<file path="config.mk">
export PLATFORM = sky130hd
export DESIGN_NAME = id3_text_to_utf8_transcoder_unit
export DESIGN_NICKNAME = d
export VERILOG_FILES = /design/src/rtl/id3u_pkg.sv /design/src/rtl/id3u_dec.sv /design/src/rtl/id3_text_to_utf8_transcoder_unit.sv
export SDC_FILE = /design/constraint.sdc
export NUM_CORES = 1
export LEC_CHECK = 0
export BUFFER_PORTS_ARGS = -buffer_cell sky130_fd_sc_hd__buf_2
export CORE_UTILIZATION = 35
export DETAILED_ROUTE_END_ITERATION = 7
export GPL_ROUTABILITY_DRIVEN = 0
export PLACE_DENSITY = 0.51
export SETUP_SLACK_MARGIN = 0.15
export SLEW_MARGIN = 20
export SYNTH_ARGS = -nofsm -noshare
export SYNTH_HDL_FRONTEND = slang
export SYNTH_SLANG_ARGS = --single-unit
</file>
<file path="constraint.sdc">
create_clock -name clk -period 40.7 [get_ports clk]
set_input_delay 6.105 -clock clk [delete_from_list [all_inputs] [get_ports clk]]
set_output_delay 6.105 -clock clk [all_outputs]
set_load 0.005 [all_outputs]
</file>
<file path="src/rtl/id3u_pkg.sv">
// Types and constants shared by the ID3 text to UTF-8 transcoder.
`default_nettype none

package id3u_pkg;

  localparam int CAP_W   = 13;
  localparam int RES_MAX = 7;
  localparam int RES_CW  = 3;

  localparam logic [CAP_W-1:0] CAP_RESET = 13'd256;

  localparam logic [15:0] SURR_HI_FIRST = 16'hD800;
  localparam logic [15:0] SURR_HI_LAST  = 16'hDBFF;
  localparam logic [15:0] SURR_LO_FIRST = 16'hDC00;
  localparam logic [15:0] SURR_LO_LAST  = 16'hDFFF;
  localparam logic [20:0] PLANE1_BASE   = 21'h10000;
  localparam logic [20:0] CP_1BYTE_END  = 21'h00080;
  localparam logic [20:0] CP_2BYTE_END  = 21'h00800;

  localparam logic [7:0] BOM_FF    = 8'hFF;
  localparam logic [7:0] BOM_FE    = 8'hFE;
  localparam logic [7:0] LEAD_2    = 8'hC0;
  localparam logic [7:0] LEAD_3    = 8'hE0;
  localparam logic [7:0] LEAD_4    = 8'hF0;
  localparam logic [7:0] CONT_MARK = 8'h80;
  localparam logic [7:0] TERM_BYTE = 8'h00;

  typedef enum logic [1:0] {
    ENC_LATIN1    = 2'd0,
    ENC_UTF16_BOM = 2'd1,
    ENC_UTF16_BE  = 2'd2,
    ENC_UTF8      = 2'd3
  } enc_t;

  typedef struct packed {
    enc_t       enc;
    logic [7:0] data;
    logic       present;
    logic       last;
  } item_t;

  typedef struct packed {
    enc_t       enc;
    logic       at_start;
    logic       unit_zero;
    logic       big_endian;
    logic [7:0] pend_byte;
    logic       pend_valid;
    logic [9:0] held_surr;
    logic       held_valid;
    logic       stopped;
  } state_t;

  typedef struct packed {
    logic [RES_MAX-1:0][7:0] data;
    logic [RES_CW-1:0]       cnt;
    logic                    fin;
  } res_t;

endpackage

`default_nettype wire

</file>
<file path="src/rtl/id3u_dec.sv">
// Decode of one string byte against the string state into up to seven UTF-8 bytes.
`default_nettype none

module id3u_dec
  import id3u_pkg::*;
#(
  parameter int LW = 13
) (
  input  wire state_t          st,
  input  wire logic [LW-1:0]   bw,
  input  wire logic [LW-1:0]   lim,
  input  wire item_t           item,
  output state_t               st_next,
  output logic [LW-1:0]        bw_next,
  output res_t                 res
);

  localparam int LW1 = LW + 1;

  typedef struct packed {
    logic          ok;
    logic [LW-1:0] bw;
    res_t          r;
  } emit_t;

  function automatic logic [2:0] cp_len(logic [20:0] cp);
    if (cp < CP_1BYTE_END) begin
      return 3'd1;
    end else if (cp < CP_2BYTE_END) begin
      return 3'd2;
    end else if (cp < PLANE1_BASE) begin
      return 3'd3;
    end
    return 3'd4;
  endfunction

  function automatic logic [3:0][7:0] cp_bytes(logic [20:0] cp);
    logic [3:0][7:0] bb;
    bb = '0;
    case (cp_len(cp))
      3'd1: begin
        bb[0] = cp[7:0];
      end
      3'd2: begin
        bb[0] = LEAD_2 | {3'b0, cp[10:6]};
        bb[1] = CONT_MARK | {2'b0, cp[5:0]};
      end
      3'd3: begin
        bb[0] = LEAD_3 | {4'b0, cp[15:12]};
        bb[1] = CONT_MARK | {2'b0, cp[11:6]};
        bb[2] = CONT_MARK | {2'b0, cp[5:0]};
      end
      default: begin
        bb[0] = LEAD_4 | {5'b0, cp[20:18]};
        bb[1] = CONT_MARK | {2'b0, cp[17:12]};
        bb[2] = CONT_MARK | {2'b0, cp[11:6]};
        bb[3] = CONT_MARK | {2'b0, cp[5:0]};
      end
    endcase
    return bb;
  endfunction

  function automatic res_t push(res_t r, logic [7:0] b);
    res_t o;
    o = r;
    o.data[o.cnt] = b;
    o.cnt = o.cnt + 3'd1;
    return o;
  endfunction

  function automatic emit_t try_emit(res_t r, logic [LW-1:0] w, logic [LW-1:0] lm,
                                     logic [20:0] cp);
    emit_t           e;
    logic [2:0]      n;
    logic [3:0][7:0] bb;
    logic [LW1-1:0]  need;
    n    = cp_len(cp);
    bb   = cp_bytes(cp);
    need = {1'b0, w} + LW1'(n);
    e.r  = r;
    e.bw = w;
    e.ok = (need <= {1'b0, lm});
    if (e.ok) begin
      for (int i = 0; i < 4; i++) begin
        if (3'(i) < n) begin
          e.r = push(e.r, bb[i]);
        end
      end
      e.bw = need[LW-1:0];
    end
    return e;
  endfunction

  state_t        s;
  logic [LW-1:0] w;
  res_t          r;
  emit_t         em;
  logic          fin;
  logic          skip;
  logic          done;
  logic [15:0]   u;
  logic [20:0]   join_cp;

  always_comb begin
    s       = st;
    w       = bw;
    r       = '0;
    em      = '0;
    fin     = 1'b0;
    skip    = 1'b0;
    done    = 1'b0;
    u       = '0;
    join_cp = '0;

    if (s.at_start) begin
      s.enc        = item.enc;
      s.at_start   = 1'b0;
      s.unit_zero  = 1'b1;
      s.big_endian = (item.enc == ENC_UTF16_BE);
      s.pend_byte  = '0;
      s.pend_valid = 1'b0;
      s.held_surr  = '0;
      s.held_valid = 1'b0;
      s.stopped    = 1'b0;
      w            = '0;
    end

    if (!s.stopped && item.present) begin
      case (s.enc)
        ENC_UTF8: begin
          if (w >= lim || item.data == TERM_BYTE) begin
            fin = 1'b1;
          end else begin
            r = push(r, item.data);
            w = w + LW'(1);
          end
        end
        ENC_LATIN1: begin
          if (item.data == TERM_BYTE) begin
            fin = 1'b1;
          end else begin
            em  = try_emit(r, w, lim, {13'b0, item.data});
            r   = em.r;
            w   = em.bw;
            fin = !em.ok;
          end
        end
        default: begin
          if (!s.pend_valid) begin
            s.pend_byte  = item.data;
            s.pend_valid = 1'b1;
          end else begin
            s.pend_valid = 1'b0;
            if (s.unit_zero) begin
              s.unit_zero = 1'b0;
              if (s.enc == ENC_UTF16_BOM) begin
                if (s.pend_byte == BOM_FF && item.data == BOM_FE) begin
                  s.big_endian = 1'b0;
                  skip         = 1'b1;
                end else if (s.pend_byte == BOM_FE && item.data == BOM_FF) begin
                  s.big_endian = 1'b1;
                  skip         = 1'b1;
                end
              end
            end
            u = s.big_endian ? {s.pend_byte, item.data} : {item.data, s.pend_byte};
            if (!skip) begin
              if (s.held_valid) begin
                s.held_valid = 1'b0;
                if (u >= SURR_LO_FIRST && u <= SURR_LO_LAST) begin
                  join_cp = PLANE1_BASE + {1'b0, s.held_surr, 10'b0}
                          + {11'b0, u[9:0]};
                  em   = try_emit(r, w, lim, join_cp);
                  r    = em.r;
                  w    = em.bw;
                  fin  = !em.ok;
                  done = 1'b1;
                end else begin
                  em  = try_emit(r, w, lim, {5'b0, SURR_HI_FIRST[15:10], s.held_surr});
                  r   = em.r;
                  w   = em.bw;
                  fin = !em.ok;
                  done = !em.ok;
                end
              end
              if (!done) begin
                if (u == 16'h0000) begin
                  fin = 1'b1;
                end else if (u >= SURR_HI_FIRST && u <= SURR_HI_LAST) begin
                  s.held_surr  = u[9:0];
                  s.held_valid = 1'b1;
                end else begin
                  em  = try_emit(r, w, lim, {5'b0, u});
                  r   = em.r;
                  w   = em.bw;
                  fin = !em.ok;
                end
              end
            end
          end
        end
      endcase
    end

    if (item.last && !s.stopped && !fin) begin
      if (s.held_valid) begin
        em = try_emit(r, w, lim, {5'b0, SURR_HI_FIRST[15:10], s.held_surr});
        r  = em.r;
        w  = em.bw;
      end
      fin = 1'b1;
    end

    if (fin) begin
      s.stopped    = 1'b1;
      s.held_valid = 1'b0;
      s.pend_valid = 1'b0;
      r            = push(r, TERM_BYTE);
      r.fin        = 1'b1;
    end

    if (item.last) begin
      s.at_start = 1'b1;
    end

    st_next = s;
    bw_next = w;
    res     = r;
  end

endmodule

`default_nettype wire

</file>
<file path="src/rtl/id3_text_to_utf8_transcoder_unit.sv">
// Top level of the ID3 text to UTF-8 transcoder: item register, decode, result buffer.
//
//   channel  direction  handshake            payload
//   in       sink       in_valid / in_stall  text_encoding, data_byte, byte_present, last_byte
//   out      source     out_valid/out_stall  out_byte, end_of_string
//   cfg      sink       cfg_valid/cfg_ready  capacity
//
// An item waits in the item register; the result buffer is then loaded from it, and its
// results (zero to seven bytes) go out one per cycle while out_stall is low.
// An item that gives at most one result leaves room for the next item every cycle that
// out_stall is low; one that gives more holds the result buffer until its last is taken.
// Reset (rst, synchronous) clears the string state and sets the capacity to 256.
// A stalled result holds the buffer and, once the item register is full, stalls input.
`default_nettype none

module id3_text_to_utf8_transcoder_unit
  import id3u_pkg::*;
#(
  parameter int MAX_CAPACITY = 4096
) (
  input  wire logic             clk,
  input  wire logic             rst,
  input  wire logic             in_valid,
  output logic                  in_stall,
  input  wire logic [1:0]       text_encoding,
  input  wire logic [7:0]       data_byte,
  input  wire logic             byte_present,
  input  wire logic             last_byte,
  output logic                  out_valid,
  input  wire logic             out_stall,
  output logic [7:0]            out_byte,
  output logic                  end_of_string,
  input  wire logic             cfg_valid,
  output logic                  cfg_ready,
  input  wire logic [CAP_W-1:0] capacity
);

  localparam int CW = $clog2(MAX_CAPACITY + 1);
  localparam int LW = (CW > CAP_W) ? CW : CAP_W;
  localparam logic [LW-1:0] MAX_CAP = LW'(MAX_CAPACITY);

  function automatic logic [LW-1:0] limit_of(logic [CAP_W-1:0] cap);
    logic [LW-1:0] c;
    c = LW'(cap);
    if (c == '0) begin
      c = LW'(1);
    end else if (c > MAX_CAP) begin
      c = MAX_CAP;
    end
    return c - LW'(1);
  endfunction

  logic [LW-1:0] limit;

  logic          in_full;
  item_t         item;

  state_t        st;
  state_t        st_next;
  logic [LW-1:0] bw;
  logic [LW-1:0] bw_next;
  res_t          res;

  logic                    busy;
  logic [RES_MAX-1:0][7:0] ob_data;
  logic [RES_CW-1:0]       ob_cnt;
  logic [RES_CW-1:0]       ob_idx;
  logic                    ob_fin;

  logic ob_last;
  logic take;
  logic load_ok;
  logic adv;
  logic in_acc;

  assign cfg_ready = 1'b1;

  assign ob_last  = (ob_idx == ob_cnt - 3'd1);
  assign take     = busy && !out_stall;
  assign load_ok  = !busy || (take && ob_last);
  assign adv      = in_full && load_ok;
  assign in_stall = in_full && !adv;
  assign in_acc   = in_valid && !in_stall;

  assign out_valid     = busy;
  assign out_byte      = ob_data[ob_idx];
  assign end_of_string = ob_fin && ob_last;

  id3u_dec #(
    .LW (LW)
  ) u_dec (
    .st      (st),
    .bw      (bw),
    .lim     (limit),
    .item    (item),
    .st_next (st_next),
    .bw_next (bw_next),
    .res     (res)
  );

  always_ff @(posedge clk) begin
    if (rst) begin
      limit <= limit_of(CAP_RESET);
    end else if (cfg_valid && cfg_ready) begin
      limit <= limit_of(capacity);
    end
  end

  always_ff @(posedge clk) begin
    if (rst) begin
      in_full <= 1'b0;
    end else if (in_acc) begin
      in_full <= 1'b1;
    end else if (adv) begin
      in_full <= 1'b0;
    end
  end

  always_ff @(posedge clk) begin
    if (in_acc) begin
      item <= '{enc: enc_t'(text_encoding), data: data_byte, present: byte_present,
                last: last_byte};
    end
  end

  always_ff @(posedge clk) begin
    if (rst) begin
      st <= '{enc: ENC_LATIN1, at_start: 1'b1, unit_zero: 1'b1, big_endian: 1'b0,
              pend_byte: 8'h00, pend_valid: 1'b0, held_surr: 10'h000, held_valid: 1'b0,
              stopped: 1'b0};
      bw <= '0;
    end else if (adv) begin
      st <= st_next;
      bw <= bw_next;
    end
  end

  always_ff @(posedge clk) begin
    if (rst) begin
      busy   <= 1'b0;
      ob_idx <= '0;
    end else if (adv) begin
      busy   <= (res.cnt != '0);
      ob_idx <= '0;
    end else if (take) begin
      if (ob_last) begin
        busy <= 1'b0;
      end else begin
        ob_idx <= ob_idx + 3'd1;
      end
    end
  end

  always_ff @(posedge clk) begin
    if (adv) begin
      ob_data <= res.data;
      ob_cnt  <= res.cnt;
      ob_fin  <= res.fin;
    end
  end

`ifndef SYNTH
  a_idx_in_range: assert property (@(posedge clk) disable iff (rst)
    busy |-> (ob_idx < ob_cnt))
    else $error("result index beyond result count");

  a_load_restarts: assert property (@(posedge clk) disable iff (rst)
    (adv && res.cnt != '0) |=> (busy && ob_idx == '0))
    else $error("result buffer not loaded from the start");

  a_stop_clears: assert property (@(posedge clk) disable iff (rst)
    st.stopped |-> (!st.held_valid && !st.pend_valid))
    else $error("held data left after the string stopped");

  a_eos_last: assert property (@(posedge clk) disable iff (rst)
    (take && end_of_string) |=> (!busy || ob_idx == '0))
    else $error("result left after the terminator");
`endif

endmodule

`default_nettype wire
</file>
After elaboration in Yosys (flattened, before gate mapping)

Cells that the tools add are included.

Register bits: 129
Bits of input ports: 30
Output and inout bits: 12
Word-level logic and storage cells: 643

$add $sub $neg: 29
$lt $le $gt $ge: 74
Eq/ne operators: 23
Multiplexer cells: 422
Bitwise logic cells: 3
Reduce and logical (&&, ||, !) cells: 65

Operators by type and width:

| cell                                                                                 | count |
|---|---|
| 60-bit 2-to-1 mux                                                                    | 120 |
| 56-bit bitwise mux                                                                   | 17 |
| 8-bit 2-to-1 mux                                                                     | 106 |
| 8-bit demux with 3-bit select                                                        | 18 |
| 73-bit 2-to-1 mux                                                                    | 5 |
| 13-bit 2-to-1 mux                                                                    | 21 |
| 8-bit one-hot mux with 3 select lines                                                | 10 |
| 60-bit one-hot mux with 2 select lines                                               | 1 |
| 3-bit 2-to-1 mux                                                                     | 33 |
| 8-bit one-hot mux with 2 select lines                                                | 5 |
| 3-bit by 4-bit < comparator with 1-bit output (second input constant)                | 19 |
| 13-bit by 3-bit adder with 14-bit output                                             | 5 |
| 14-bit by 13-bit less-or-equal comparator with 1-bit output                          | 5 |
| 1-bit 2-to-1 mux                                                                     | 64 |
| 3-bit by 1-bit adder with 3-bit output (second input constant)                       | 19 |
| 56-bit AND                                                                           | 1 |
| 56-bit NOT                                                                           | 1 |
| 11-bit 2-to-1 mux                                                                    | 5 |
| 3-bit by 1-bit greater-or-equal comparator with 1-bit output (second input constant) | 18 |
| 12-bit 2-to-1 mux                                                                    | 4 |
| 22-bit 2-to-1 mux                                                                    | 2 |
| 8-bit equality test (second input constant)                                          | 4 |
| 16-bit greater-or-equal comparator (second input constant)                           | 2 |
| 16-bit less-or-equal comparator (second input constant)                              | 2 |
| other kinds (39)                                                                     | 129 |

Longest topological paths before layout

Gate-level depths: netlist of the first run.

Depth in word-level cells: 180
Depth in mapped cells: 82
Mapped depth without buffers: 70

Hierarchy

Synthesis of the first run repeated with hierarchy kept, for this count alone.

Cell total of the unflattened synthesis: 2068
Area, all modules: 15899.0 µm²

By module, submodules not included:

| module                           | instances | cells each | area each (µm²) | seq. area each (µm²) |
|---|---|---|---|---|
| id3u_dec                         | 1         | 1629       | 10812.9         | 0.0 |
| id3_text_to_utf8_transcoder_unit | 1         | 439        | 5086.1          | 3303.2 |

Worst setup path after synthesis of the first run

No wires, ideal clock.

Path type: flip-flop to flip-flop
From: reg, netlist name st[23]
To: reg busy, in the netlist out_valid
Setup time: 0.142 ns
Arrival time: 15.134 ns
Data required time: 40.558 ns
Path slack: 25.425 ns
Cell stages (with the launch flop): 82
Buffers on the path: 12
Clock period less this slack: 15.275 ns
Cell sequence: dfxtp_1 buf_4 buf_6 buf_2 clkbuf_1 clkbuf_1 clkbuf_1 clkbuf_1 mux2i_1 inv_1 ha_1 nand4_1 nor3_4 a31oi_1 o21ai_0 a21oi_1 nand2_1 nand2_1 [... 46 more ...] a21o_1 a21o_1 a21oi_1 nor2_1 or4_1 buf_1 inv_1 o21ai_2 buf_6 buf_6 nor2_2 a21o_1 ha_1 nand2_1 xnor2_1 o2111ai_1 o2111ai_1 o221ai_1

RTL lines:

| element              | RTL line                                | source |
|---|---|---|
| to (signal assigned) | id3_text_to_utf8_transcoder_unit.sv:143 | `busy <= (res.cnt != '0);` |
| to (decl)            | id3_text_to_utf8_transcoder_unit.sv:64  | `logic busy;` |

Worst setup path in the final report of the first run

From: reg, netlist name st[23]
To: reg busy, in the netlist out_valid

Cells in the longest elaborated chain, start to end: 129
Elaborated cells on any way between the ends: 240
Those cells by class: 20 x add/sub; 23 x order compare; 4 x eq/ne; 175 x mux; 18 x reduce/logical

Ends and longest elaborated chain:

| element                                | RTL line                                | source |
|---|---|---|
| 26-bit 2-to-1 mux                      | id3u_dec.sv:115                         | `if (s.at_start) begin` |
| 8-bit equality test                    | id3u_dec.sv:160                         | `end else if (s.pend_byte == BOM_FE && item.data == BOM_FF) begin` |
| 1-bit logical AND                      | id3u_dec.sv:160                         |  |
| 1-bit 2-to-1 mux                       | id3u_dec.sv:160                         |  |
| 1-bit 2-to-1 mux                       | id3u_dec.sv:157                         | `if (s.pend_byte == BOM_FF && item.data == BOM_FE) begin` |
| 1-bit 2-to-1 mux                       | id3u_dec.sv:156                         | `if (s.enc == ENC_UTF16_BOM) begin` |
| 1-bit 2-to-1 mux                       | id3u_dec.sv:154                         | `if (s.unit_zero) begin` |
| 2-bit 2-to-1 mux                       | id3u_dec.sv:149                         | `if (!s.pend_valid) begin` |
| [... 113 more ...]                     | -                                       |  |
| 60-bit 2-to-1 mux                      | id3u_dec.sv:85                          | `if (3'(i) < n) begin` |
| 73-bit 2-to-1 mux                      | id3u_dec.sv:83                          | `if (e.ok) begin` |
| 60-bit 2-to-1 mux                      | id3u_dec.sv:206                         | `if (s.held_valid) begin` |
| 60-bit 2-to-1 mux                      | id3u_dec.sv:205                         | `if (item.last && !s.stopped && !fin) begin` |
| 3-bit by 1-bit adder with 3-bit output | id3u_dec.sv:67                          | `o.cnt = o.cnt + 3'd1;` |
| 60-bit 2-to-1 mux *                    | id3u_dec.sv:214                         | `if (fin) begin` |
| 3-bit nonzero test *                   | id3_text_to_utf8_transcoder_unit.sv:143 |  |
| 1-bit 2-to-1 mux *                     | id3_text_to_utf8_transcoder_unit.sv:142 | `end else if (adv) begin` |

Every way passes the cells marked *; elsewhere a longest branch is shown, timed or not. The select of a mux whose other input is x is not followed.
A chain may end at the register's enable or synchronous reset.

==> summary.md, run 1 <==
| Metric | Value |
|---|---|
| Status | complete, no violations |
| I/O Buffers | 40 |
| Initial Util | 0.3585 |
| Via-per-instance ratio | 6.494 |
| Setup CP Type | reg2reg |
| Fin. max-slew vios | 0 |
| Initial antenna violation count | 1 |
| P_int | 0.2727 mW |
| Pwr dens | around 25 mW/mm² |
| Synth Area in Simple Gates | 0.2438 |
| Crit path launch type | register |
| Pleak | 6.236 nW |
| Share of cells above drive strength 1 | 0.09761 |
| Fillers | roughly 4500 |
| CTS sink cnt | 129 |
| RSZ-0062 raised after global routing | no |
| Worst setup EP type | register |
| Sequential Power Share | 0.358 |
| Worst Skew | about 13 ps |
| Combinational family with the most area after synthesis | compound AO/OA/AOI/OAI gates |
| Seq/Total Area, Yosys | 0.2120 |
| Nets | ~2100 |
| Die height | 213.0 µm |
| Post-synthesis xor/xnor area fraction | 0.05486 |
| Synth cell types | between 100 and 150 |
| Area post-placement | 0.01617 mm² |
| Post-route antenna net violation count | 0 |
| DP HPWL | about 50000 µm |
| Clk Latency, worst-skew pair | approximately 460 ps |
| Post-route DRC | 0 |
| Clock tree buffer depth | 2 |
| VDD IR max | between 0.00002 and 0.00003 V |
| Number of synthesized flops with an enable pin | a little over 70 |
| MaxCap Viol Count | 0 |
| Cts bufs inserted | 17 |
| First drt pass iteration count | 7 |
| Resized cells post-CTS | 0 |
| Min-delay worst type | reg2reg |
| Clock H-tree levels | 4 |
| Gate power share | 0.275 |
| WL/cell | about 25 µm |
| Slew HR | 0.2494 |
| Yosys warning count | 0 |
| Final period util | 0.4209 |
| Std cell rows | 76 |
| Crit-path max cell delay | 790 ps |
| Reg clk slew, reported paths | approximately 70 ps |
| Endpoints failing hold | 0 |
| Post-synthesis mux area share | 0.03446 |
| Worst Path Arrival | approximately 17000 ps |
| Synth Instances | just over 2000 |
| Chip width | 213.0 µm |
| Global-route wire length before repair | 98110 µm |
| Boundary Pins | 42 |
| Routed WL | 64810 µm |
| CTS tree | yes |
| Initial DRC count | roughly 2300 |
| Synth top area cells | edfxtp_1, ha_1, dfxtp_1, a21oi_1, nand2_1 |
| Max Fclk | slightly below 60 MHz |
| Setup violations, final | 0 |
| Critical Path Fanout Max | 63 |
| Slew @ Worst Pin | 1126 ps |
| Synth Area in Adders | 0.08578 |
| Post-CTS setup buffer count | 0 |
| Cell accounting for the most synthesized area | edfxtp_1 |
| Die area | between 0.04 and 0.05 mm² |
| Critical Path RT | 41010 ps |
| CTS Hold Bufs | 0 |
| Largest net degree at the start of global routing | 65 |
| CTS root buf | clkbuf_16 |
| Top cell type's share of synthesized area | 0.1388 |
| Final TNS setup | 0 ps |
| CORE AREA | around 0.043 mm² |
| Compound-Gate Fraction of Synth Area | 0.3088 |
| Number of global-route vias before repair | between 15000 and 20000 |
| Avg Cell Area, Syn | approximately 7.6 µm² |
| Gr usage total | 0.2875 |
| NetSw | ~0.15 mW |
| GR Overflow Total | 0 |
| Mapped Area | approximately 0.016 mm² |
| CP most frequent cell | ha_1 |
| N_diodes | 0 |
| Hold WS | around 470 ps |
| Switching part of the total power | 0.3572 |
| Final instance area | roughly 0.017 mm² |
| Vias | approximately 17000 |
| Clock network fraction of design power | 0.367 |
| Flip-flop and latch count after synthesis | 129 |
| Ys flop type | edfxtp_1 |
| Synthesis-to-layout area growth | 7.550% |
| Post-synthesis async set-or-reset flop share | 0 |
| Minimum clock period | approximately 17000 ps |
| Critical-path top delay cell | a21oi_1 |
## final cells by class
cell class	count	area (µm²)	share of cell area
clock buffers	17	425.4	0.02539
multi-input cells	1692	11360	0.6783
clock inverters	15	156.4	0.009335
inverters	79	301.5	0.01800
flip-flops and latches	129	3304	0.1972
repair buffers	76	470.5	0.02808
well taps	585	732.0	0.04369
## layer usage
metal / vias up / track usage / wire, µm
met4: 0 / 0.1186 / 2606
met1: 7905 / 0.4055 / 28330
met3: 182 / 0.06589 / 7378
met5: - / 0 / 0
li1: 7648 / - / -
met2: 1105 / 0.4165 / 26490
## worst paths after layout
check,from,end,slack (ps),cells past startpoint
setup reg to reg,st[23],out_valid,23570,68
setup / recovery,st[23],out_valid,23570,68
hold / removal,st[21],st[21],470,2
hold reg to reg,st[21],st[21],470,2
## synthesized netlist by cell type, types with 21 or more instances
cell / n
a211oi_1: 34
a21o_1: 26
a21oi_1: 168
a22oi_1: 39
a31oi_1: 21
buf_2: 23
clkbuf_1: 89
dfxtp_1: 57
edfxtp_1: 72
ha_1: 102
inv_1: 65
mux2i_1: 30
nand2_1: 203
nand2b_1: 37
nand3_1: 67
nand4_1: 27
nor2_1: 194
nor2b_1: 24
nor3_1: 57
o211ai_1: 24
o21ai_0: 107
o22ai_1: 44
or3_1: 30
xnor2_1: 78
## layout by cell type (no fill, tap or decap), types with 44 or more instances in the layout
master	n
a21oi_1	168
dfxtp_1	56
edfxtp_1	72
ha_1	102
inv_1	64
nand2_1	203
nand3_1	67
nor2_1	194
nor3_1	57
o21ai_0	107
o22ai_1	44
xnor2_1	78
## worst max-delay path, delay by kind of cell (launching register included)
| family | cells | cell delay, ps |
|---|---|---|
| AND/OR/NAND/NOR | 20 | 4950 |
| AO/OA/AOI/OAI | 30 | 7220 |
| XOR/XNOR | 4 | 760 |
| adder cells (fa/ha/maj) | 8 | 2310 |
| buffers and inverters | 6 | 1350 |
| flip-flops | 1 | 370 |
## metrics by stage
stage | cells | power [mW] | setup WS (ps) | utilization
2_1_floorplan | 2039 | 0.2300 | 25420 | -
3_5_place_dp | 2561 | 0.2666 | 23940 | 0.3721
3_3_place_gp | 2561 | 0.2660 | 24550 | 0.3721
4_1_cts | 2593 | 0.4239 | 23890 | 0.3855
5_1_grt | 2593 | 0.4415 | 22240 | 0.3855
6_report | 2593 | 0.4243 | 23570 | 0.3855
## state kept, by name (all words and copies together) (netlist names)
| name | cells |
|---|---|
| ob_fin | 1 |
| item | 12 |
| ob_data | 56 |
| in_full | 1 |
| ob_cnt | 3 |
| out_valid | 1 |
| bw | 13 |
| limit | 13 |
| ob_idx | 3 |
| st | 26 |
## power groups by stage
stage               registers (mW)  clock network, mW  logic [mW]
floorplan                    0.150                  0      0.0803
CTS                          0.151              0.159       0.113
detailed placement           0.154                  0       0.112
global placement             0.154                  0       0.112
global route                 0.152              0.164       0.125
finish                       0.152              0.156       0.117
## logic make-up (layout without fill, tap and decap cells)
logic type               after synthesis  after routing
AO/OA/AOI/OAI                        690            690
XOR/XNOR                              96             96
adder cells (fa/ha/maj)              105            105
buffers and inverters                218            187
flip-flops                           129            129
multiplexers                          43             43
other                                  2              4
AND/OR/NAND/NOR                      754            754
(Power assumes the default switching activity.)
==> run 2: changes to the inputs <==
==> constraint.sdc (replaced) <==
create_clock -name clk -period 17.5 [get_ports clk]
set_input_delay 2.625 -clock clk [delete_from_list [all_inputs] [get_ports clk]]
set_output_delay 2.625 -clock clk [all_outputs]
set_load 0.005 [all_outputs]
==> summary.md, run 2 (same netlist as run 1, synthesis figures left out) <==
| Metric | Value |
|---|---|
| Status | complete, no violations |
| WL/cell | 25.58 µm (+2.4%) |
| Clock H-tree levels | 4 (unchanged) |
| Vias | 17140 (+1.8%) |
| Worst setup path end | out_valid |
| Worst Path Arrival | 16420 ps (-1020 ps) |
| Critical Path Fanout Max | 36 (-43%) |
| Nets | 2130 (unchanged) |
| Initial Util | 0.3585 (unchanged) |
| CTS root buf | clkbuf_16 |
| Cts bufs inserted | 17 (unchanged) |
| Pwr dens | 58.15 mW/mm² (+130%) |
| Global-route wire length before repair | 98750 µm (+0.65%) |
| Die height | 213.0 µm (unchanged) |
| Critical-path top delay cell | or4_1 |
| Via-per-instance ratio | 6.612 (+1.8%) |
| CTS sink cnt | 129 (unchanged) |
| GR Overflow Total | 0 (unchanged) |
| Clk Latency, worst-skew pair | 480 ps (+20 ps) |
| Max reg flops | 56 (unchanged) |
| CORE AREA | 0.04346 mm² (unchanged) |
| Post-route antenna net violation count | 0 (unchanged) |
| Die area | 0.04535 mm² (unchanged) |
| Origin of the worst setup path | st[23] |
| CTS tree | yes |
| Critical Path RT | 17830 ps (-23180 ps) |
| CP most frequent cell | ha_1 |
| Reg clk slew, reported paths | 70 ps (about the same) |
| Number of global-route vias before repair | 15670 (+1.7%) |
| First drt pass iteration count | 6 (-1) |
| RR Startpoint | st[23] |
| Reg2reg setup slack | 1410 ps (-22160 ps) |
| Initial antenna violation count | 0 (-1) |
| Share of cells above drive strength 1 | 0.1006 (+0.002988) |
| Slew HR | 0.1623 (-0.08707) |
| Commonest non-fill, non-tap cell in the layout | nand2_1 |
| Most frequent cells in the layout | nand2_1, nor2_1, a21oi_1, o21ai_0, ha_1 |
| Buf/Inv on CP | 7 (+1) |
| Largest net degree at the start of global routing | 58 (-11%) |
| Worst r2r dst | out_valid |
| I/O Buffers | 40 (unchanged) |
| Pleak | 6.231 nW (about the same) |
| Clock tree buffer depth | 2 (unchanged) |
| Crit-path max cell delay | 640 ps (-150 ps) |
| Initial DRC count | 2497 (+6.3%) |
| Endpoints failing hold | 0 (unchanged) |
| Worst Skew | 16.06 ps (+2.658 ps) |
| DP HPWL | 50040 µm (+0.45%) |
| Gr usage total | 0.2920 (+0.004568) |
| Fin. max-slew vios | 0 (unchanged) |
| Boundary Pins | 42 (unchanged) |
| Final TNS setup | 0 ps (unchanged) |
| Largest delay share family, worst path | compound AO/OA/AOI/OAI gates |
| VDD IR max | 0.00006679 V (+170%) |
| CP Depth | 71 (+4.4%) |
| Worst setup EP type | register |
| Setup CP Type | reg2reg |
| N_diodes | 0 (unchanged) |
| Hold WS | 477.1 ps (+10.71 ps) |
| Post-route DRC | 0 (unchanged) |
| Fillers | 4552 (+0.80%) |
| RSZ-0062 raised after global routing | no |
| Setup violations, final | 0 (unchanged) |
| Std cell rows | 76 (unchanged) |
| Slew @ Worst Pin | 1243 ps (+117.5 ps) |
| Biggest register | ob_data |
| Cell depth of the worst flop-to-flop path | 71 (+4.4%) |
| Routed WL | 66340 µm (+2.4%) |
| Chip width | 213.0 µm (unchanged) |
| Minimum clock period | 16090 ps (-1037 ps) |
| Min-delay worst type | reg2reg |
| Largest regs | ob_data (56), st (26) |
| Max Fclk | 62.13 MHz (+6.4%) |
| Synthesis-to-layout area growth | 7.631% (about the same) |
| Final Util | 0.3858 (about the same) |
| Final period util | 0.9197 (+0.4988) |
| Crit path launch type | register |
| MaxCap Viol Count | 0 (unchanged) |
[run 2: cell count changes in the layout (fill, tap and decap cells not counted), sizes merged]
cell | before | now
clkinv | 15 | 12
inv | 75 | 80
bufinv | 2 | 0
[run 2: layer usage]
layer  share of wire  vias to the layer above  global-route usage  wire length [µm]
met5               0                        -                   0                 0
met4           0.036                        0              0.1159              2411
met3            0.12                      188             0.07707              8084
met2            0.42                     1202              0.4279             27760
met1            0.42                     8100              0.4035             28090
li1                -                     7654                   -                 -
[run 2: area by class of cell]
class | count | area (µm²) | share of cell area
Clock inverter | 15 | 142.6 | 0.008507
Multi-Input combinational cell | 1692 | 11390 | 0.6791
Clock buffer | 17 | 425.4 | 0.02537
Inverter | 79 | 301.5 | 0.01799
Sequential cell | 129 | 3308 | 0.1973
Tap cell | 585 | 732.0 | 0.04366
Timing Repair Buffer | 76 | 470.5 | 0.02806
[run 2: worst min path at each step]
stage               startpoint        to  cells after the start
floorplan             limit[1]  limit[1]                      2
global placement      limit[6]  limit[6]                      2
detailed placement    limit[4]  limit[4]                      2
CTS                   limit[8]  limit[8]                      2
finish                limit[4]  limit[4]                      2
global route            st[21]    st[21]                      2
[run 2: timing repair]
action | CTS | global route
endpoints found under the hold margin | 0 | 0
setup endpoints to repair | 0 | 32
hold buffers | 0 | 0
setup buffers | 0 | 0
resized for setup | 0 | 4
[run 2: report_power, final]
group          leakage, nW  internal, mW  switching [mW]
Clock                0.276         0.187           0.160
Sequential            1.17         0.335          0.0200
Combinational         4.78        0.0893           0.183
[run 2: stage by stage]
step	cells	instance area [µm²]	worst slack [ps]	total power, mW
after detailed placement	2561	16180	1138	0.6233
after floorplan	2039	15580	2225	0.5349
after CTS	2593	16750	1103	0.9763
final	2593	16770	1406	0.9750
after global routing	2593	16770	156.6	1.019
after global placement	2561	16170	1591	0.6212
[run 2: tightest hold or removal path, delay by kind of cell, from the launching register on]
kind            cells  cell delay (ps)
simple gates        1               60
compound gates      1               70
flops               1              320
